**config.mk**
```make
export PLATFORM = sky130hd
export DESIGN_NAME = usb_ncm_rx_deframer_flat
export DESIGN_NICKNAME = d
export VERILOG_FILES = /design/src/hdl/usbncm_pkg.sv /design/src/hdl/usbncm_if.sv /design/src/hdl/usbncm_front.sv /design/src/hdl/usbncm_queue.sv /design/src/hdl/usbncm_back.sv /design/src/hdl/usb_ncm_rx_deframer.sv /design/src/flat_wrapper.sv
export SDC_FILE = /design/constraint.sdc
export NUM_CORES = 1
export LEC_CHECK = 0
export ABC_AREA = 1
export BUFFER_PORTS_ARGS = -buffer_cell sky130_fd_sc_hd__clkbuf_2
export CAP_MARGIN = 10
export CORE_ASPECT_RATIO = 1.25
export CORE_MARGIN = 2
export CORE_UTILIZATION = 45
export DETAILED_ROUTE_END_ITERATION = 6
export GPL_TIMING_DRIVEN = 0
export SETUP_SLACK_MARGIN = 0.02
export SLEW_MARGIN = 25
export SYNTH_ARGS = -nofsm -noshare
export SYNTH_HDL_FRONTEND = slang
export SYNTH_SLANG_ARGS = --single-unit
```
**constraint.sdc**
```tcl
create_clock -name clk -period 21.4 [get_ports clk]
set_input_delay 4.28 -clock clk [delete_from_list [all_inputs] [get_ports clk]]
set_output_delay 4.28 -clock clk [all_outputs]
set_load 0.03 [all_outputs]
```
**src/hdl/usbncm_pkg.sv**
```systemverilog
package usbncm_pkg;

	localparam int MAX_ENTRIES_DEF  = 22;
	localparam int HEADER_FLOOR_DEF = 108;

	localparam logic [31:0] NTH_SIGN = 32'h484D_434E;
	localparam logic [31:0] NDP_SIGN = 32'h304D_434E;
	localparam logic [15:0] NTH_LEN  = 16'd12;
	localparam logic [15:0] NDP_MIN  = 16'd12;
	localparam logic [15:0] CTRL_SIG = 16'h0100;
	localparam logic [15:0] MIN_LEN  = 16'd4;
	localparam logic [15:0] ETH_HDR  = 16'd14;

	localparam logic [15:0] ET_ARP  = 16'h0806;
	localparam logic [15:0] ET_IPV4 = 16'h0800;
	localparam logic [15:0] ET_IPV6 = 16'h86DD;

	localparam logic [15:0] LEG_OFFSET  = 16'd2;
	localparam logic [15:0] ARP_LEN     = 16'd42;
	localparam logic [15:0] IPV4_MIN    = 16'd34;
	localparam logic [15:0] IPV6_MIN    = 16'd54;
	localparam logic [15:0] IHL_MIN     = 16'd20;
	localparam logic [15:0] CTRL_ANN    = 16'd4;

	localparam logic KIND_FRAME  = 1'b0;
	localparam logic KIND_STATUS = 1'b1;

	localparam int QUEUE_DEPTH = 4;

	typedef struct packed {
		logic        desc_v;
		logic [15:0] frame_offset;
		logic [15:0] frame_length;
		logic        stat_v;
		logic        buffer_ok;
		logic [4:0]  frames_found;
		logic [15:0] announced_length;
	} cmd_t;

endpackage

```
**src/hdl/usbncm_if.sv**
```systemverilog
interface usbncm_byte_if;
	logic        valid;
	logic        ready;
	logic [7:0]  data_byte;
	logic [15:0] buffer_length;
	logic        last_byte;

	modport source (output valid, data_byte, buffer_length, last_byte, input ready);
	modport sink (input valid, data_byte, buffer_length, last_byte, output ready);
endinterface

interface usbncm_res_if;
	logic        valid;
	logic        ready;
	logic        result_kind;
	logic [15:0] frame_offset;
	logic [15:0] frame_length;
	logic        buffer_ok;
	logic [4:0]  frames_found;
	logic [15:0] announced_length;
	logic        end_of_run;

	modport source (output valid, result_kind, frame_offset, frame_length, buffer_ok,
		frames_found, announced_length, end_of_run, input ready);
	modport sink (input valid, result_kind, frame_offset, frame_length, buffer_ok,
		frames_found, announced_length, end_of_run, output ready);
endinterface

interface usbncm_cfg_if;
	logic valid;
	logic ready;
	logic ncm_mode;

	modport source (output valid, ncm_mode, input ready);
	modport sink (input valid, ncm_mode, output ready);
endinterface

```
**src/hdl/usbncm_front.sv**
```systemverilog
module usbncm_front
	import usbncm_pkg::*;
#(
	parameter int MAX_ENTRIES  = MAX_ENTRIES_DEF,
	parameter int HEADER_FLOOR = HEADER_FLOOR_DEF
) (
	input  logic          clk,
	input  logic          arst_n,
	usbncm_byte_if.sink   rx,
	usbncm_cfg_if.sink    cfg,
	input  logic          space,
	output logic          push,
	output cmd_t          push_cmd
);

	localparam int EW = $clog2(MAX_ENTRIES + 1);
	localparam logic [15:0] FLOOR = 16'(HEADER_FLOOR);

	logic          ncm_q;
	logic [15:0]   pos_q, pos_n;
	logic          decided_q, decided_n;
	logic [31:0]   sig_q, sig_n;
	logic [31:0]   entry_q, entry_n;
	logic [15:0]   len_q, len_n;
	logic [15:0]   blk_q, blk_n;
	logic [EW-1:0] ecnt_q, ecnt_n;
	logic [EW-1:0] elim_q, elim_n;
	logic [EW-1:0] tally_q, tally_n;
	logic [15:0]   et_q, et_n;
	logic [5:0]    ihl_q, ihl_n;
	logic [15:0]   fcap_q, fcap_n;

	logic          acc;
	cmd_t          cmd;
	logic [15:0]   lo16, be16, idx, flen;
	logic [16:0]   sum17;
	logic [13:0]   avail;
	logic [5:0]    ihl;
	logic [EW:0]   ecnt_inc;
	logic [EW+4:0] tally_ext;

	assign rx.ready  = space;
	assign cfg.ready = 1'b1;
	assign acc       = rx.valid && rx.ready;
	assign push      = acc && (cmd.desc_v || cmd.stat_v);
	assign push_cmd  = cmd;

	always_ff @(posedge clk or negedge arst_n) begin
		if (!arst_n) begin
			ncm_q <= 1'b0;
		end else if (cfg.valid && cfg.ready) begin
			ncm_q <= cfg.ncm_mode;
		end
	end

	always_comb begin
		cmd       = '0;
		pos_n     = pos_q;
		decided_n = decided_q;
		sig_n     = sig_q;
		entry_n   = entry_q;
		len_n     = len_q;
		blk_n     = blk_q;
		ecnt_n    = ecnt_q;
		elim_n    = elim_q;
		tally_n   = tally_q;
		et_n      = et_q;
		ihl_n     = ihl_q;
		fcap_n    = fcap_q;
		lo16      = '0;
		be16      = '0;
		idx       = entry_q[15:0];
		flen      = entry_q[31:16];
		sum17     = '0;
		avail     = '0;
		ihl       = '0;
		ecnt_inc  = {1'b0, ecnt_q} + 1'b1;
		tally_ext = {5'b0, tally_q};
		if (acc) begin
			if (!decided_q) begin
				sig_n = {rx.data_byte, sig_q[31:8]};
				lo16  = sig_n[31:16];
				be16  = {sig_n[23:16], sig_n[31:24]};
				if (pos_q >= 16'd20) begin
					entry_n = {rx.data_byte, entry_q[31:8]};
				end
				idx  = entry_n[15:0];
				flen = entry_n[31:16];
				if (pos_q == 16'd0) begin
					len_n = rx.buffer_length;
					if (rx.buffer_length < MIN_LEN) begin
						cmd.stat_v = 1'b1;
						decided_n  = 1'b1;
					end
				end else if (pos_q < 16'd3) begin
					decided_n = decided_q;
				end else if (pos_q == 16'd3) begin
					decided_n = 1'b1;
					cmd.stat_v = 1'b1;
					if (ncm_q && sig_n == '0) begin
						cmd.buffer_ok = 1'b1;
					end else if (sig_n[15:0] == CTRL_SIG) begin
						cmd.buffer_ok        = 1'b1;
						cmd.announced_length = CTRL_ANN;
					end else if (ncm_q) begin
						if (len_q >= FLOOR && sig_n == NTH_SIGN) begin
							cmd.stat_v = 1'b0;
							decided_n  = 1'b0;
						end
					end else if (len_q >= ETH_HDR + LEG_OFFSET) begin
						cmd.stat_v = 1'b0;
						decided_n  = 1'b0;
						fcap_n     = len_q - LEG_OFFSET;
					end
				end else if (ncm_q) begin
					if (pos_q == 16'd5) begin
						cmd.stat_v = (lo16 != NTH_LEN);
					end else if (pos_q == 16'd9) begin
						cmd.stat_v = (lo16 < FLOOR) || (lo16 > len_q);
						blk_n      = cmd.stat_v ? blk_q : lo16;
					end else if (pos_q == 16'd11) begin
						cmd.stat_v = (lo16 != NTH_LEN);
					end else if (pos_q == 16'd15) begin
						cmd.stat_v = (sig_n != NDP_SIGN);
					end else if (pos_q == 16'd17) begin
						sum17 = {1'b0, NTH_LEN} + {1'b0, lo16};
						if (lo16 < NDP_MIN || sum17 > {1'b0, blk_q}) begin
							cmd.stat_v = 1'b1;
						end else begin
							avail   = 14'((lo16 - 16'd8) >> 2);
							elim_n  = (avail < 14'(MAX_ENTRIES)) ? avail[EW-1:0]
								: EW'(MAX_ENTRIES);
							ecnt_n  = '0;
							tally_n = '0;
						end
					end else if (pos_q >= 16'd23 && pos_q[1:0] == 2'd3 && ecnt_q < elim_q) begin
						if (idx == '0 && flen == '0) begin
							cmd.stat_v           = 1'b1;
							cmd.buffer_ok        = 1'b1;
							cmd.frames_found     = tally_ext[4:0];
							cmd.announced_length = blk_q;
						end else if (idx < FLOOR || idx >= blk_q || flen < ETH_HDR
							|| flen > blk_q - idx) begin
							cmd.stat_v = 1'b1;
						end else begin
							cmd.desc_v       = 1'b1;
							cmd.frame_offset = idx;
							cmd.frame_length = flen;
							tally_n          = tally_q + 1'b1;
							ecnt_n           = ecnt_inc[EW-1:0];
							cmd.stat_v       = (ecnt_inc >= {1'b0, elim_q});
						end
					end
					decided_n = cmd.stat_v;
				end else begin
					if (pos_q == 16'd15) begin
						et_n = be16;
						if (be16 == ET_ARP) begin
							cmd.stat_v = 1'b1;
							if (fcap_q >= ARP_LEN) begin
								cmd.desc_v           = 1'b1;
								cmd.frame_offset     = LEG_OFFSET;
								cmd.frame_length     = ARP_LEN;
								cmd.buffer_ok        = 1'b1;
								cmd.frames_found     = 5'd1;
								cmd.announced_length = ARP_LEN + LEG_OFFSET;
							end
						end else if (!((be16 == ET_IPV4 && fcap_q >= IPV4_MIN)
							|| (be16 == ET_IPV6 && fcap_q >= IPV6_MIN))) begin
							cmd.stat_v = 1'b1;
						end
					end else if (pos_q == 16'd16 && et_q == ET_IPV4) begin
						ihl   = {rx.data_byte[3:0], 2'b00};
						sum17 = {1'b0, ETH_HDR} + 17'(ihl);
						cmd.stat_v = (16'(ihl) < IHL_MIN) || ({1'b0, fcap_q} < sum17);
						ihl_n = cmd.stat_v ? ihl_q : ihl;
					end else if (pos_q == 16'd19 && et_q == ET_IPV4) begin
						sum17 = {1'b0, ETH_HDR} + {1'b0, be16};
						cmd.stat_v = 1'b1;
						if (!(be16 < 16'(ihl_q) || sum17 > {1'b0, fcap_q})) begin
							cmd.desc_v           = 1'b1;
							cmd.frame_offset     = LEG_OFFSET;
							cmd.frame_length     = sum17[15:0];
							cmd.buffer_ok        = 1'b1;
							cmd.frames_found     = 5'd1;
							cmd.announced_length = sum17[15:0] + LEG_OFFSET;
						end
					end else if (pos_q == 16'd21 && et_q == ET_IPV6) begin
						sum17 = {1'b0, IPV6_MIN} + {1'b0, be16};
						cmd.stat_v = 1'b1;
						if (sum17 <= {1'b0, fcap_q}) begin
							cmd.desc_v           = 1'b1;
							cmd.frame_offset     = LEG_OFFSET;
							cmd.frame_length     = sum17[15:0];
							cmd.buffer_ok        = 1'b1;
							cmd.frames_found     = 5'd1;
							cmd.announced_length = sum17[15:0] + LEG_OFFSET;
						end
					end
					decided_n = cmd.stat_v;
				end
			end
			if (rx.last_byte) begin
				if (!decided_q && !cmd.stat_v) begin
					cmd.stat_v = 1'b1;
				end
				pos_n     = '0;
				decided_n = 1'b0;
				sig_n     = '0;
				entry_n   = '0;
				len_n     = '0;
				blk_n     = '0;
				ecnt_n    = '0;
				elim_n    = '0;
				tally_n   = '0;
				et_n      = '0;
				ihl_n     = '0;
				fcap_n    = '0;
			end else if (pos_q != 16'hFFFF) begin
				pos_n = pos_q + 16'd1;
			end
		end
	end

	always_ff @(posedge clk or negedge arst_n) begin
		if (!arst_n) begin
			pos_q     <= '0;
			decided_q <= 1'b0;
			sig_q     <= '0;
			entry_q   <= '0;
			len_q     <= '0;
			blk_q     <= '0;
			ecnt_q    <= '0;
			elim_q    <= '0;
			tally_q   <= '0;
			et_q      <= '0;
			ihl_q     <= '0;
			fcap_q    <= '0;
		end else begin
			pos_q     <= pos_n;
			decided_q <= decided_n;
			sig_q     <= sig_n;
			entry_q   <= entry_n;
			len_q     <= len_n;
			blk_q     <= blk_n;
			ecnt_q    <= ecnt_n;
			elim_q    <= elim_n;
			tally_q   <= tally_n;
			et_q      <= et_n;
			ihl_q     <= ihl_n;
			fcap_q    <= fcap_n;
		end
	end

endmodule

```
**src/hdl/usbncm_queue.sv**
```systemverilog
module usbncm_queue
	import usbncm_pkg::*;
(
	input  logic clk,
	input  logic arst_n,
	input  logic push,
	input  cmd_t push_cmd,
	output logic space,
	input  logic pop,
	output logic head_valid,
	output cmd_t head
);

	localparam int PW = $clog2(QUEUE_DEPTH);
	localparam int CW = $clog2(QUEUE_DEPTH + 1);

	cmd_t          mem_q [QUEUE_DEPTH];
	logic [PW-1:0] wr_q;
	logic [PW-1:0] rd_q;
	logic [CW-1:0] count_q;

	assign space      = (count_q != CW'(QUEUE_DEPTH));
	assign head_valid = (count_q != '0);
	assign head       = mem_q[rd_q];

	always_ff @(posedge clk) begin
		if (push) begin
			mem_q[wr_q] <= push_cmd;
		end
	end

	always_ff @(posedge clk or negedge arst_n) begin
		if (!arst_n) begin
			wr_q    <= '0;
			rd_q    <= '0;
			count_q <= '0;
		end else begin
			if (push) begin
				wr_q <= wr_q + 1'b1;
			end
			if (pop) begin
				rd_q <= rd_q + 1'b1;
			end
			case ({push, pop})
				2'b10:   count_q <= count_q + 1'b1;
				2'b01:   count_q <= count_q - 1'b1;
				default: count_q <= count_q;
			endcase
		end
	end

endmodule

```
**src/hdl/usbncm_back.sv**
```systemverilog
module usbncm_back
	import usbncm_pkg::*;
(
	input  logic         clk,
	input  logic         arst_n,
	input  logic         head_valid,
	input  cmd_t         head,
	output logic         pop,
	usbncm_res_if.source res
);

	logic        valid_q;
	logic        desc_done_q;
	logic        kind_q;
	logic [15:0] off_q;
	logic [15:0] len_q;
	logic        ok_q;
	logic [4:0]  cnt_q;
	logic [15:0] ann_q;
	logic        load;
	logic        send_desc;

	assign load      = head_valid && (!valid_q || res.ready);
	assign send_desc = head.desc_v && !desc_done_q;
	assign pop       = load && !(send_desc && head.stat_v);

	assign res.valid            = valid_q;
	assign res.result_kind      = kind_q;
	assign res.frame_offset     = off_q;
	assign res.frame_length     = len_q;
	assign res.buffer_ok        = ok_q;
	assign res.frames_found     = cnt_q;
	assign res.announced_length = ann_q;
	assign res.end_of_run       = kind_q;

	always_ff @(posedge clk or negedge arst_n) begin
		if (!arst_n) begin
			valid_q     <= 1'b0;
			desc_done_q <= 1'b0;
		end else begin
			if (load) begin
				valid_q     <= 1'b1;
				desc_done_q <= send_desc && head.stat_v;
			end else if (res.ready) begin
				valid_q <= 1'b0;
			end
		end
	end

	always_ff @(posedge clk) begin
		if (load) begin
			if (send_desc) begin
				kind_q <= KIND_FRAME;
				off_q  <= head.frame_offset;
				len_q  <= head.frame_length;
				ok_q   <= 1'b0;
				cnt_q  <= '0;
				ann_q  <= '0;
			end else begin
				kind_q <= KIND_STATUS;
				off_q  <= '0;
				len_q  <= '0;
				ok_q   <= head.buffer_ok;
				cnt_q  <= head.frames_found;
				ann_q  <= head.announced_length;
			end
		end
	end

endmodule

```
**src/hdl/usb_ncm_rx_deframer.sv**
```systemverilog
// channel | modport | transaction
// rx      | sink    | one buffer byte with buffer length and last flag
// cfg     | sink    | write of ncm_mode
// res     | source  | frame descriptor or buffer status
//
// One byte is taken per cycle while the result queue has space; the parse state updates in the cycle of acceptance.
// A byte yields at most two results, queued (4 entries) and sent one per cycle while res.ready is high.
// rx.ready drops only while the result queue is full; cfg.ready is always high.
// arst_n clears the parse state, queue pointers and output valid; ncm_mode resets to 0.
module usb_ncm_rx_deframer
	import usbncm_pkg::*;
#(
	parameter int MAX_ENTRIES  = MAX_ENTRIES_DEF,
	parameter int HEADER_FLOOR = HEADER_FLOOR_DEF
) (
	input  logic         clk,
	input  logic         arst_n,
	usbncm_byte_if.sink  rx,
	usbncm_cfg_if.sink   cfg,
	usbncm_res_if.source res
);

	logic space;
	logic push;
	cmd_t push_cmd;
	logic pop;
	logic head_valid;
	cmd_t head;

	usbncm_front #(
		.MAX_ENTRIES  (MAX_ENTRIES),
		.HEADER_FLOOR (HEADER_FLOOR)
	) u_front (
		.clk      (clk),
		.arst_n   (arst_n),
		.rx       (rx),
		.cfg      (cfg),
		.space    (space),
		.push     (push),
		.push_cmd (push_cmd)
	);

	usbncm_queue u_queue (
		.clk        (clk),
		.arst_n     (arst_n),
		.push       (push),
		.push_cmd   (push_cmd),
		.space      (space),
		.pop        (pop),
		.head_valid (head_valid),
		.head       (head)
	);

	usbncm_back u_back (
		.clk        (clk),
		.arst_n     (arst_n),
		.head_valid (head_valid),
		.head       (head),
		.pop        (pop),
		.res        (res)
	);

endmodule

```
**src/flat_wrapper.sv**
```systemverilog
// flat-port wrapper written by rule: the top's interface ports become plain ports
module usb_ncm_rx_deframer_flat import usbncm_pkg::*;
#(
	parameter int MAX_ENTRIES  = MAX_ENTRIES_DEF,
	parameter int HEADER_FLOOR = HEADER_FLOOR_DEF
)
  (clk, arst_n, rx_valid, rx_data_byte, rx_buffer_length, rx_last_byte, rx_ready, cfg_valid, cfg_ncm_mode, cfg_ready, res_valid, res_result_kind, res_frame_offset, res_frame_length, res_buffer_ok, res_frames_found, res_announced_length, res_end_of_run, res_ready);
  usbncm_byte_if rx_i ();
  usbncm_cfg_if cfg_i ();
  usbncm_res_if res_i ();
  input  logic clk;
  input  logic arst_n;
  input wire logic [$bits(rx_i.valid)-1:0] rx_valid;
  input wire logic [$bits(rx_i.data_byte)-1:0] rx_data_byte;
  input wire logic [$bits(rx_i.buffer_length)-1:0] rx_buffer_length;
  input wire logic [$bits(rx_i.last_byte)-1:0] rx_last_byte;
  output wire logic [$bits(rx_i.ready)-1:0] rx_ready;
  input wire logic [$bits(cfg_i.valid)-1:0] cfg_valid;
  input wire logic [$bits(cfg_i.ncm_mode)-1:0] cfg_ncm_mode;
  output wire logic [$bits(cfg_i.ready)-1:0] cfg_ready;
  output wire logic [$bits(res_i.valid)-1:0] res_valid;
  output wire logic [$bits(res_i.result_kind)-1:0] res_result_kind;
  output wire logic [$bits(res_i.frame_offset)-1:0] res_frame_offset;
  output wire logic [$bits(res_i.frame_length)-1:0] res_frame_length;
  output wire logic [$bits(res_i.buffer_ok)-1:0] res_buffer_ok;
  output wire logic [$bits(res_i.frames_found)-1:0] res_frames_found;
  output wire logic [$bits(res_i.announced_length)-1:0] res_announced_length;
  output wire logic [$bits(res_i.end_of_run)-1:0] res_end_of_run;
  input wire logic [$bits(res_i.ready)-1:0] res_ready;
  assign rx_i.valid = rx_valid;
  assign rx_i.data_byte = rx_data_byte;
  assign rx_i.buffer_length = rx_buffer_length;
  assign rx_i.last_byte = rx_last_byte;
  assign rx_ready = rx_i.ready;
  assign cfg_i.valid = cfg_valid;
  assign cfg_i.ncm_mode = cfg_ncm_mode;
  assign cfg_ready = cfg_i.ready;
  assign res_valid = res_i.valid;
  assign res_result_kind = res_i.result_kind;
  assign res_frame_offset = res_i.frame_offset;
  assign res_frame_length = res_i.frame_length;
  assign res_buffer_ok = res_i.buffer_ok;
  assign res_frames_found = res_i.frames_found;
  assign res_announced_length = res_i.announced_length;
  assign res_end_of_run = res_i.end_of_run;
  assign res_i.ready = res_ready;
  usb_ncm_rx_deframer #(.MAX_ENTRIES(MAX_ENTRIES), .HEADER_FLOOR(HEADER_FLOOR)) u_core (.clk(clk), .arst_n(arst_n), .rx(rx_i), .cfg(cfg_i), .res(res_i));
endmodule
```
======== After elaboration in Yosys (flattened, before gate mapping) ========
Memories as Yosys holds them, arrays and structs flattened.
Index checks and enable logic that the tools add are counted.
operators by class
  $add $sub $neg .......................... 16
  reductions and logical operators ........ 58
  $lt $le $gt $ge ......................... 25
  mux-type cells .......................... 181
  equality and inequality tests ........... 40
operators by type and width
  operator                                                                       number
  56-bit 2-to-1 mux                                                              28
  16-bit 2-to-1 mux                                                              31
  33-bit 2-to-1 mux                                                              14
  22-bit 2-to-1 mux                                                              12
  32-bit 2-to-1 mux                                                              7
  5-bit 2-to-1 mux                                                               43
  16-bit by 5-bit == test with 1-bit output, second input constant               4
  6-bit 2-to-1 mux                                                               9
  16-bit by 12-bit == test with 1-bit output, second input constant              3
  16-bit by 4-bit == test with 1-bit output, second input constant               3
  16-bit by 5-bit >= comparator with 1-bit output, second input constant         3
  16-bit by 6-bit >= comparator with 1-bit output, second input constant         3
  16-bit logical NOT                                                             3
  4-bit by 16-bit adder with 17-bit output, first input constant                 2
  17-bit by 16-bit > comparator with 1-bit output                                2
  1-bit 2-to-1 mux                                                               33
  16-bit by 2-bit adder with 16-bit output, second input constant                2
  16-bit == test, second input constant                                          2
  32-bit by 31-bit == test with 1-bit output, second input constant              1
  16-bit > comparator                                                            2
  32-bit logical NOT                                                             1
  16-bit by 4-bit less-than comparator with 1-bit output, second input constant  2
  16-bit by 7-bit less-than comparator with 1-bit output, second input constant  2
  32-bit by 30-bit inequality test with 1-bit output, second input constant      1
  other kinds (45)                                                               107
storage, ports and cells
  logic and storage cells ................. 345
  memories kept ........................... 1
  input port bits ......................... 31
  output and inout bits ................... 59
  flip-flop bits (word level) ............. 231
  RAM bits ................................ 224
memory list
  memory                depth  width  rd ports  clocked after Yosys merged registers in  wr ports  line                source
  u_core.u_queue.mem_q  4      56     1         0                                        1         usbncm_queue.sv:17  cmd_t mem_q [QUEUE_DEPTH];

======== Depth between registers and ports, before layout ========
  depth after elaboration ................. 42
  mapped depth ............................ 53
  gate-level depth less buffers ........... 50

======== Hierarchy ========
Synthesis repeated with hierarchy kept, for this count alone.
unflattened totals
  cell total of the unflattened synthesis .. 2927
  area total of the unflattened synthesis .. 25648.3 sq um
modules (own cells, without submodules)
  module        seq. area each (sq um)  times used  cells an instance  area each (sq um)
  usbncm_front  3928.8                  1           2039               14118.5
  usbncm_queue  6901.6                  1           702                9302.7
  usbncm_back   1701.6                  1           186                2227.1

======== Worst setup path after synthesis ========
Ideal clock, no wire load.
  path type ............................... input-to-reg
  start ................................... input rx_data_byte[1]
  end ..................................... memory u_core.u_queue.mem_q[0][0] (netlist name), enable pin
  setup slack ............................. 11.672 ns
  required time ........................... 20.975 ns
  library setup time ...................... 0.425 ns
  buffers on the path ..................... 1
  cell stages on the path ................. 25
  arrival time ............................ 9.303 ns
  path through ............................ buf_2 > inv_1 > ha_1 > inv_1 > nor2_1 > inv_1 > nand3_1 > nor2_1 > inv_1 > nor2_1 > nand2_1 > xor2_1 > inv_1 > ha_1 > nand2_1 > or4_1 > a22oi_1 > nand2_1 > o21ai_2 > nor2_1 > o21ai_0 > nand2_1 > nand2_2 > inv_4 > nor2_2
on the way
  word-level cells in the longest chain between the ends .. 40
  elaborated cells on any way between the ends .. 104
  those cells by class .................... 4 x add/sub; 11 x order compare; 6 x eq/ne; 65 x mux; 18 x reduce/logical
RTL lines
  what                                                    line                 source
  from (decl)                                             flat_wrapper.sv:14   input wire logic [$bits(rx_i.data_byte)-1:0] rx_data_byte;
  32-bit 2-to-1 mux                                       usbncm_front.sv:84   if (pos_q >= 16'd20) begin
  32-bit 2-to-1 mux                                       usbncm_front.sv:80   if (!decided_q) begin
  32-bit 2-to-1 mux                                       usbncm_front.sv:79   if (acc) begin
  16-bit by 4-bit less-than comparator with 1-bit output  usbncm_front.sv:142  end else if (idx < FLOOR || idx >= blk_q || flen < ETH_HDR
  1-bit logical OR                                        usbncm_front.sv:142
  1-bit logical OR                                        usbncm_front.sv:143  || flen > blk_q - idx) begin
  1-bit 2-to-1 mux                                        usbncm_front.sv:142
  1-bit 2-to-1 mux                                        usbncm_front.sv:137  if (idx == '0 && flen == '0) begin
  [24 not listed]                                         n/a
  1-bit logical AND                                       usbncm_front.sv:204  if (!decided_q && !cmd.stat_v) begin
  1-bit 2-to-1 mux                                        usbncm_front.sv:204
  1-bit 2-to-1 mux                                        usbncm_front.sv:203  if (rx.last_byte) begin
  56-bit 2-to-1 mux *                                     usbncm_front.sv:79
  1-bit logical OR *                                      usbncm_front.sv:45   assign push = acc && (cmd.desc_v || cmd.stat_v);
  1-bit logical AND *                                     usbncm_front.sv:45
  1-bit 2-to-1 mux *                                      usbncm_queue.sv:27   if (push) begin
  1-bit 2-to-1 mux (not written as such) *                usbncm_queue.sv:28   mem_q[wr_q] <= push_cmd;
  to (decl)                                               usbncm_queue.sv:17
Every way passes the cells marked *; elsewhere a longest branch is shown, timed or not. The select of a mux whose other input is x is not followed.

======== Worst setup path in the final report ========
  start ................................... input rx_data_byte[1]
  end ..................................... memory u_core.u_queue.mem_q[0][9] (netlist name), enable pin
The elaborated chain is that of the path after synthesis.

==> impl_summary.md <==
Setup path
Counting stages on the worst path, the most repeated cell is sky130_fd_sc_hd__inv_1. The largest stage delay on the critical path is 0.66 ns. Together, buffers and inverters on the worst path number 10. Data on the critical path is required at its endpoint by 21.67 ns. The worst setup path is captured at a flop. The maximum fanout count along the critical path is 20.

For the worst setup path, the data arrival time is between 10 and 15 ns. The family with the most delay on the worst path is simple AND/OR/NAND/NOR gates. The setup path with the least slack is of type primary input to flop.

The kind of start point of the critical path is a primary input. The slowest cell on the critical path is sky130_fd_sc_hd__xor2_1.

Synth
The number of synthesized register bits is between 400 and 500. The compound-gate portion of the synthesized area is 13.7%. When the netlist entered floorplanning its net count stood at 2890. The largest family of logic cells by synthesized area is simple AND/OR/NAND/NOR gates. The Yosys step of the flow raised 0 warnings. The synthesized-area fraction occupied by adder cells is 7.04%. The area of the mapped netlist is 24400 um2. The average size of a mapped cell is approximately 9.0 um2.

After synthesis, the share of flip-flops with an asynchronous set or reset is a little under two fifths. The xor-xnor portion of the synthesized cell area is between 2 and 3%. Counting flops with a built-in enable in the synthesized netlist gives 279. The post-synthesis sequential area ratio is 51.4%. The top flip-flop cell by instance count after synthesis is sky130_fd_sc_hd__edfxtp_1. Synthesis handed over a netlist of 2723 instances. The simple-gate portion of the synthesized area is between 10% and 20%. The unique cell type count in the Yosys netlist is between 60 and 70. In the synthesized netlist, mux cells make up 0.138% of the area.

Global routing
The via count of the first global-routing pass is 19.8k. Global routing finished with a remaining overflow of 0. Entering global routing, the biggest net connects 80 pins. The initial antenna violation count is 2. The first global-routing pass estimated 120000 um of wire. Global routing used 28.9% of the available tracks across all layers.

Route
The routed design uses approximately 4700 um of met3 wire. In the routed layout, each cell is associated on average with a via count of 5.61. After detailed routing, the number of remaining DRC violations is 2. The highest layer touched by signal routing is met5. The number of iterations in the first detailed-routing pass is 7. The met2 wire length is around 40000 um. The routed length on met1 is ~31000 um. For this block, the via count after detailed routing is 20.4k. Wires add up to 80800 um. The detailed router finished its first iteration with 1492 violations. Dividing the detail-routed wire length by the instance count gives between 20 and 25 um. The detail route stage leaves a number of antenna-violating nets equal to 0.

Cells and area
Cells with a size suffix above 1 make up 7.68% of the layout. The count of inserted antenna diode cells is 0. The post-layout net count is 3038. The filler cells instantiated in the layout total between 5k and 6k. The library cell used most frequently in the layout, excluding fill and tap cells, is sky130_fd_sc_hd__nor2_1. The synthesis-to-finish area growth is 12.6%. The library cells used most frequently in the layout, excluding fill and tap cells, are 384 x sky130_fd_sc_hd__nor2_1, 364 x sky130_fd_sc_hd__nand2_1, 345 x sky130_fd_sc_hd__inv_1.

STA
On the final layout, the worst hold slack is 0.480 ns. The part of the cycle the worst path needs is a little over half. The count of final max-slew check failures was 0. The maximum operating frequency is between 0.08 and 0.09 GHz. The max-slew headroom at the worst pin is a little over a quarter. For the pin with the worst max-slew slack, the measured transition is ~1.1 ns. Counting I/O delays and the setup requirement, the final critical path takes 11.26 ns. Setup repair after global routing left no endpoint under its margin. The count of final hold-check violations is 0.

The aggregate negative setup slack is 0 ns. Setup violations remaining at the end of the flow were counted as 0. The worst clock skew is between 0.015 and 0.02 ns.

CTS
After clock tree synthesis, the setup repair step added 0 buffers. The source-to-sink clock delay at the later pin of the worst-skew pair is 0.58 ns. The clock tree from TritonCTS is done. After clock tree synthesis, the flow added hold-fix buffers numbering 0. The clock net in this run drives a total of about 450 sinks. The post-cts resize count is 0. The clock edge transition at the registers on the reported setup and hold paths is 0.06 ns.

The root buffer cell is sky130_fd_sc_hd__clkbuf_16. The number of H-tree levels is 2. The number of buffers inserted during clock tree synthesis is 45. The number of buffers on the longest clock path is 3.

Power and ir drop
The power density over the cells is 131 nW/um2. The maximum VDD drop is 0.0933 mV. The leakage power of the design is ~12 nW.

The post-layout total power is between 3 and 4 mW.

Run
The max-cap check violation count is 0.

Floorplanning
The total area inside the core boundary comes to approximately 54000 um2. The floorplan has 95 rows. In this run the vertical extent of the chip is 264 um.

The I/O pin count is 90. The die area is 56100 um2. Measured along the x axis, the die boundary spans between 200 and 250 um.

The initial utilization of the core area, before any placement, comes to 45.4%.

Outcome
The run finished, with violations left. The final reports fail on DRC.

Place
Buffers placed on the I/O ports in this run total 87. The congestion estimate from routability-driven global placement came to about 1.1. The post-DP HPWL is 62400 um.

Min path
The tightest min-delay check is of the flop to flop type.
-- where the power goes --
part	internal, mW	total [mW]	switching [mW]
sequential	1.15	1.27	0.121
combinational	0.492	1.61	1.12
clock	0.394	0.726	0.332
-- metrics by stage --
| stage | cells | util [%] | setup WS (ns) | instance area (um2) |
|---|---|---|---|---|
| 5_1_grt | 3631 | 51.1 | 9.96 | 27500 |
| 6_report | 3631 | 51.1 | 10.14 | 27500 |
| 3_5_place_dp | 3551 | 48.7 | 9.79 | 26200 |
| 2_1_floorplan | 2723 | - | 11.67 | 24400 |
| 3_3_place_gp | 3537 | 47.9 | 8.08 | 25700 |
| 4_1_cts | 3631 | 51.1 | 10.40 | 27500 |
-- kinds of logic after synthesis --
kind of cell    Yosys count
fa+ha+maj               136
flops                   445
xor+xnor                 79
simple gates           1008
compound gates          586
buf+inv                 465
mux                       3
other cells               1
-- sequential cells by signal, summed over array words and instances (netlist names), 2 cells and up --
register and count:
u_core.u_front.sig_q 24, u_core.u_queue.mem_q 224, u_core.u_queue.rd_q 2, u_core.u_front.elim_q 5
u_core.u_back.res.frame_length 16, u_core.u_front.entry_q 32, u_core.u_queue.wr_q 2, u_core.u_front.blk_q 16
u_core.u_front.et_q 16, u_core.u_back.res.frames_found 5, u_core.u_queue.count_q 3, u_core.u_front.ihl_q 4
u_core.u_front.len_q 16, u_core.u_back.res.frame_offset 16, u_core.u_back.res.announced_length 16, u_core.u_front.tally_q 5
u_core.u_front.ecnt_q 5, u_core.u_front.pos_q 16, u_core.u_front.fcap_q 16
-- worst paths after layout --
path                       cells past startpoint                 startpoint                    endpoint  slack, ns
min                                            2  u_core.u_queue.count_q[1]   u_core.u_queue.count_q[1]       0.48
max reg2reg                                   40    u_core.u_front.pos_q[3]  u_core.u_queue.mem_q[0][9]      13.42
max in group asynchronous                      3                     arst_n    u_core.u_front.sig_q[10]      16.81
min reg2reg                                    2  u_core.u_queue.count_q[1]   u_core.u_queue.count_q[1]       0.48
min in group asynchronous                      1                     arst_n    u_core.u_front.ecnt_q[2]       3.55
max                                           28            rx_data_byte[1]  u_core.u_queue.mem_q[0][9]      10.14
-- tightest hold or removal path, stage by stage, from the launching register on --
cell and delay [ns]:
sky130_fd_sc_hd__dfrtp_1 0.34, sky130_fd_sc_hd__nand2_1 0.04, sky130_fd_sc_hd__o21ai_0 0.06
-- synthesized netlist by cell type, drive strengths merged, types with 30 or more instances --
cell type | count | area, um2
clkbuf | 75 | 282
a21oi | 148 | 756
nand4 | 48 | 300
nand3 | 104 | 531
nand2 | 369 | 1400
dfrtp | 166 | 4150
nor3 | 57 | 285
ha | 134 | 1680
edfxtp | 279 | 8380
o21ai | 246 | 1230
inv | 355 | 1340
buf | 30 | 168
xor2 | 70 | 613
nor2 | 394 | 1520
o22ai | 93 | 582
-- metal layers --
layer	track usage [%]	up-vias
met5	0	-
met4	16.9	2
met3	4.13	221
met2	50.4	742
met1	33.7	9806
li1	-	9608
-- cell type report --
type,instances,area (um2),area share (%)
Inverter,360,1350,4.93
Sequential cell,445,12500,45.6
Timing Repair Buffer,101,800,2.91
Multi-Input combinational cell,1813,10100,36.8
Clock buffer,56,1190,4.33
Tap cell,727,910,3.31
Clock inverter,24,131,0.478
Buffer,105,449,1.64
No activity file was read; power rests on OpenSTA's default activity.
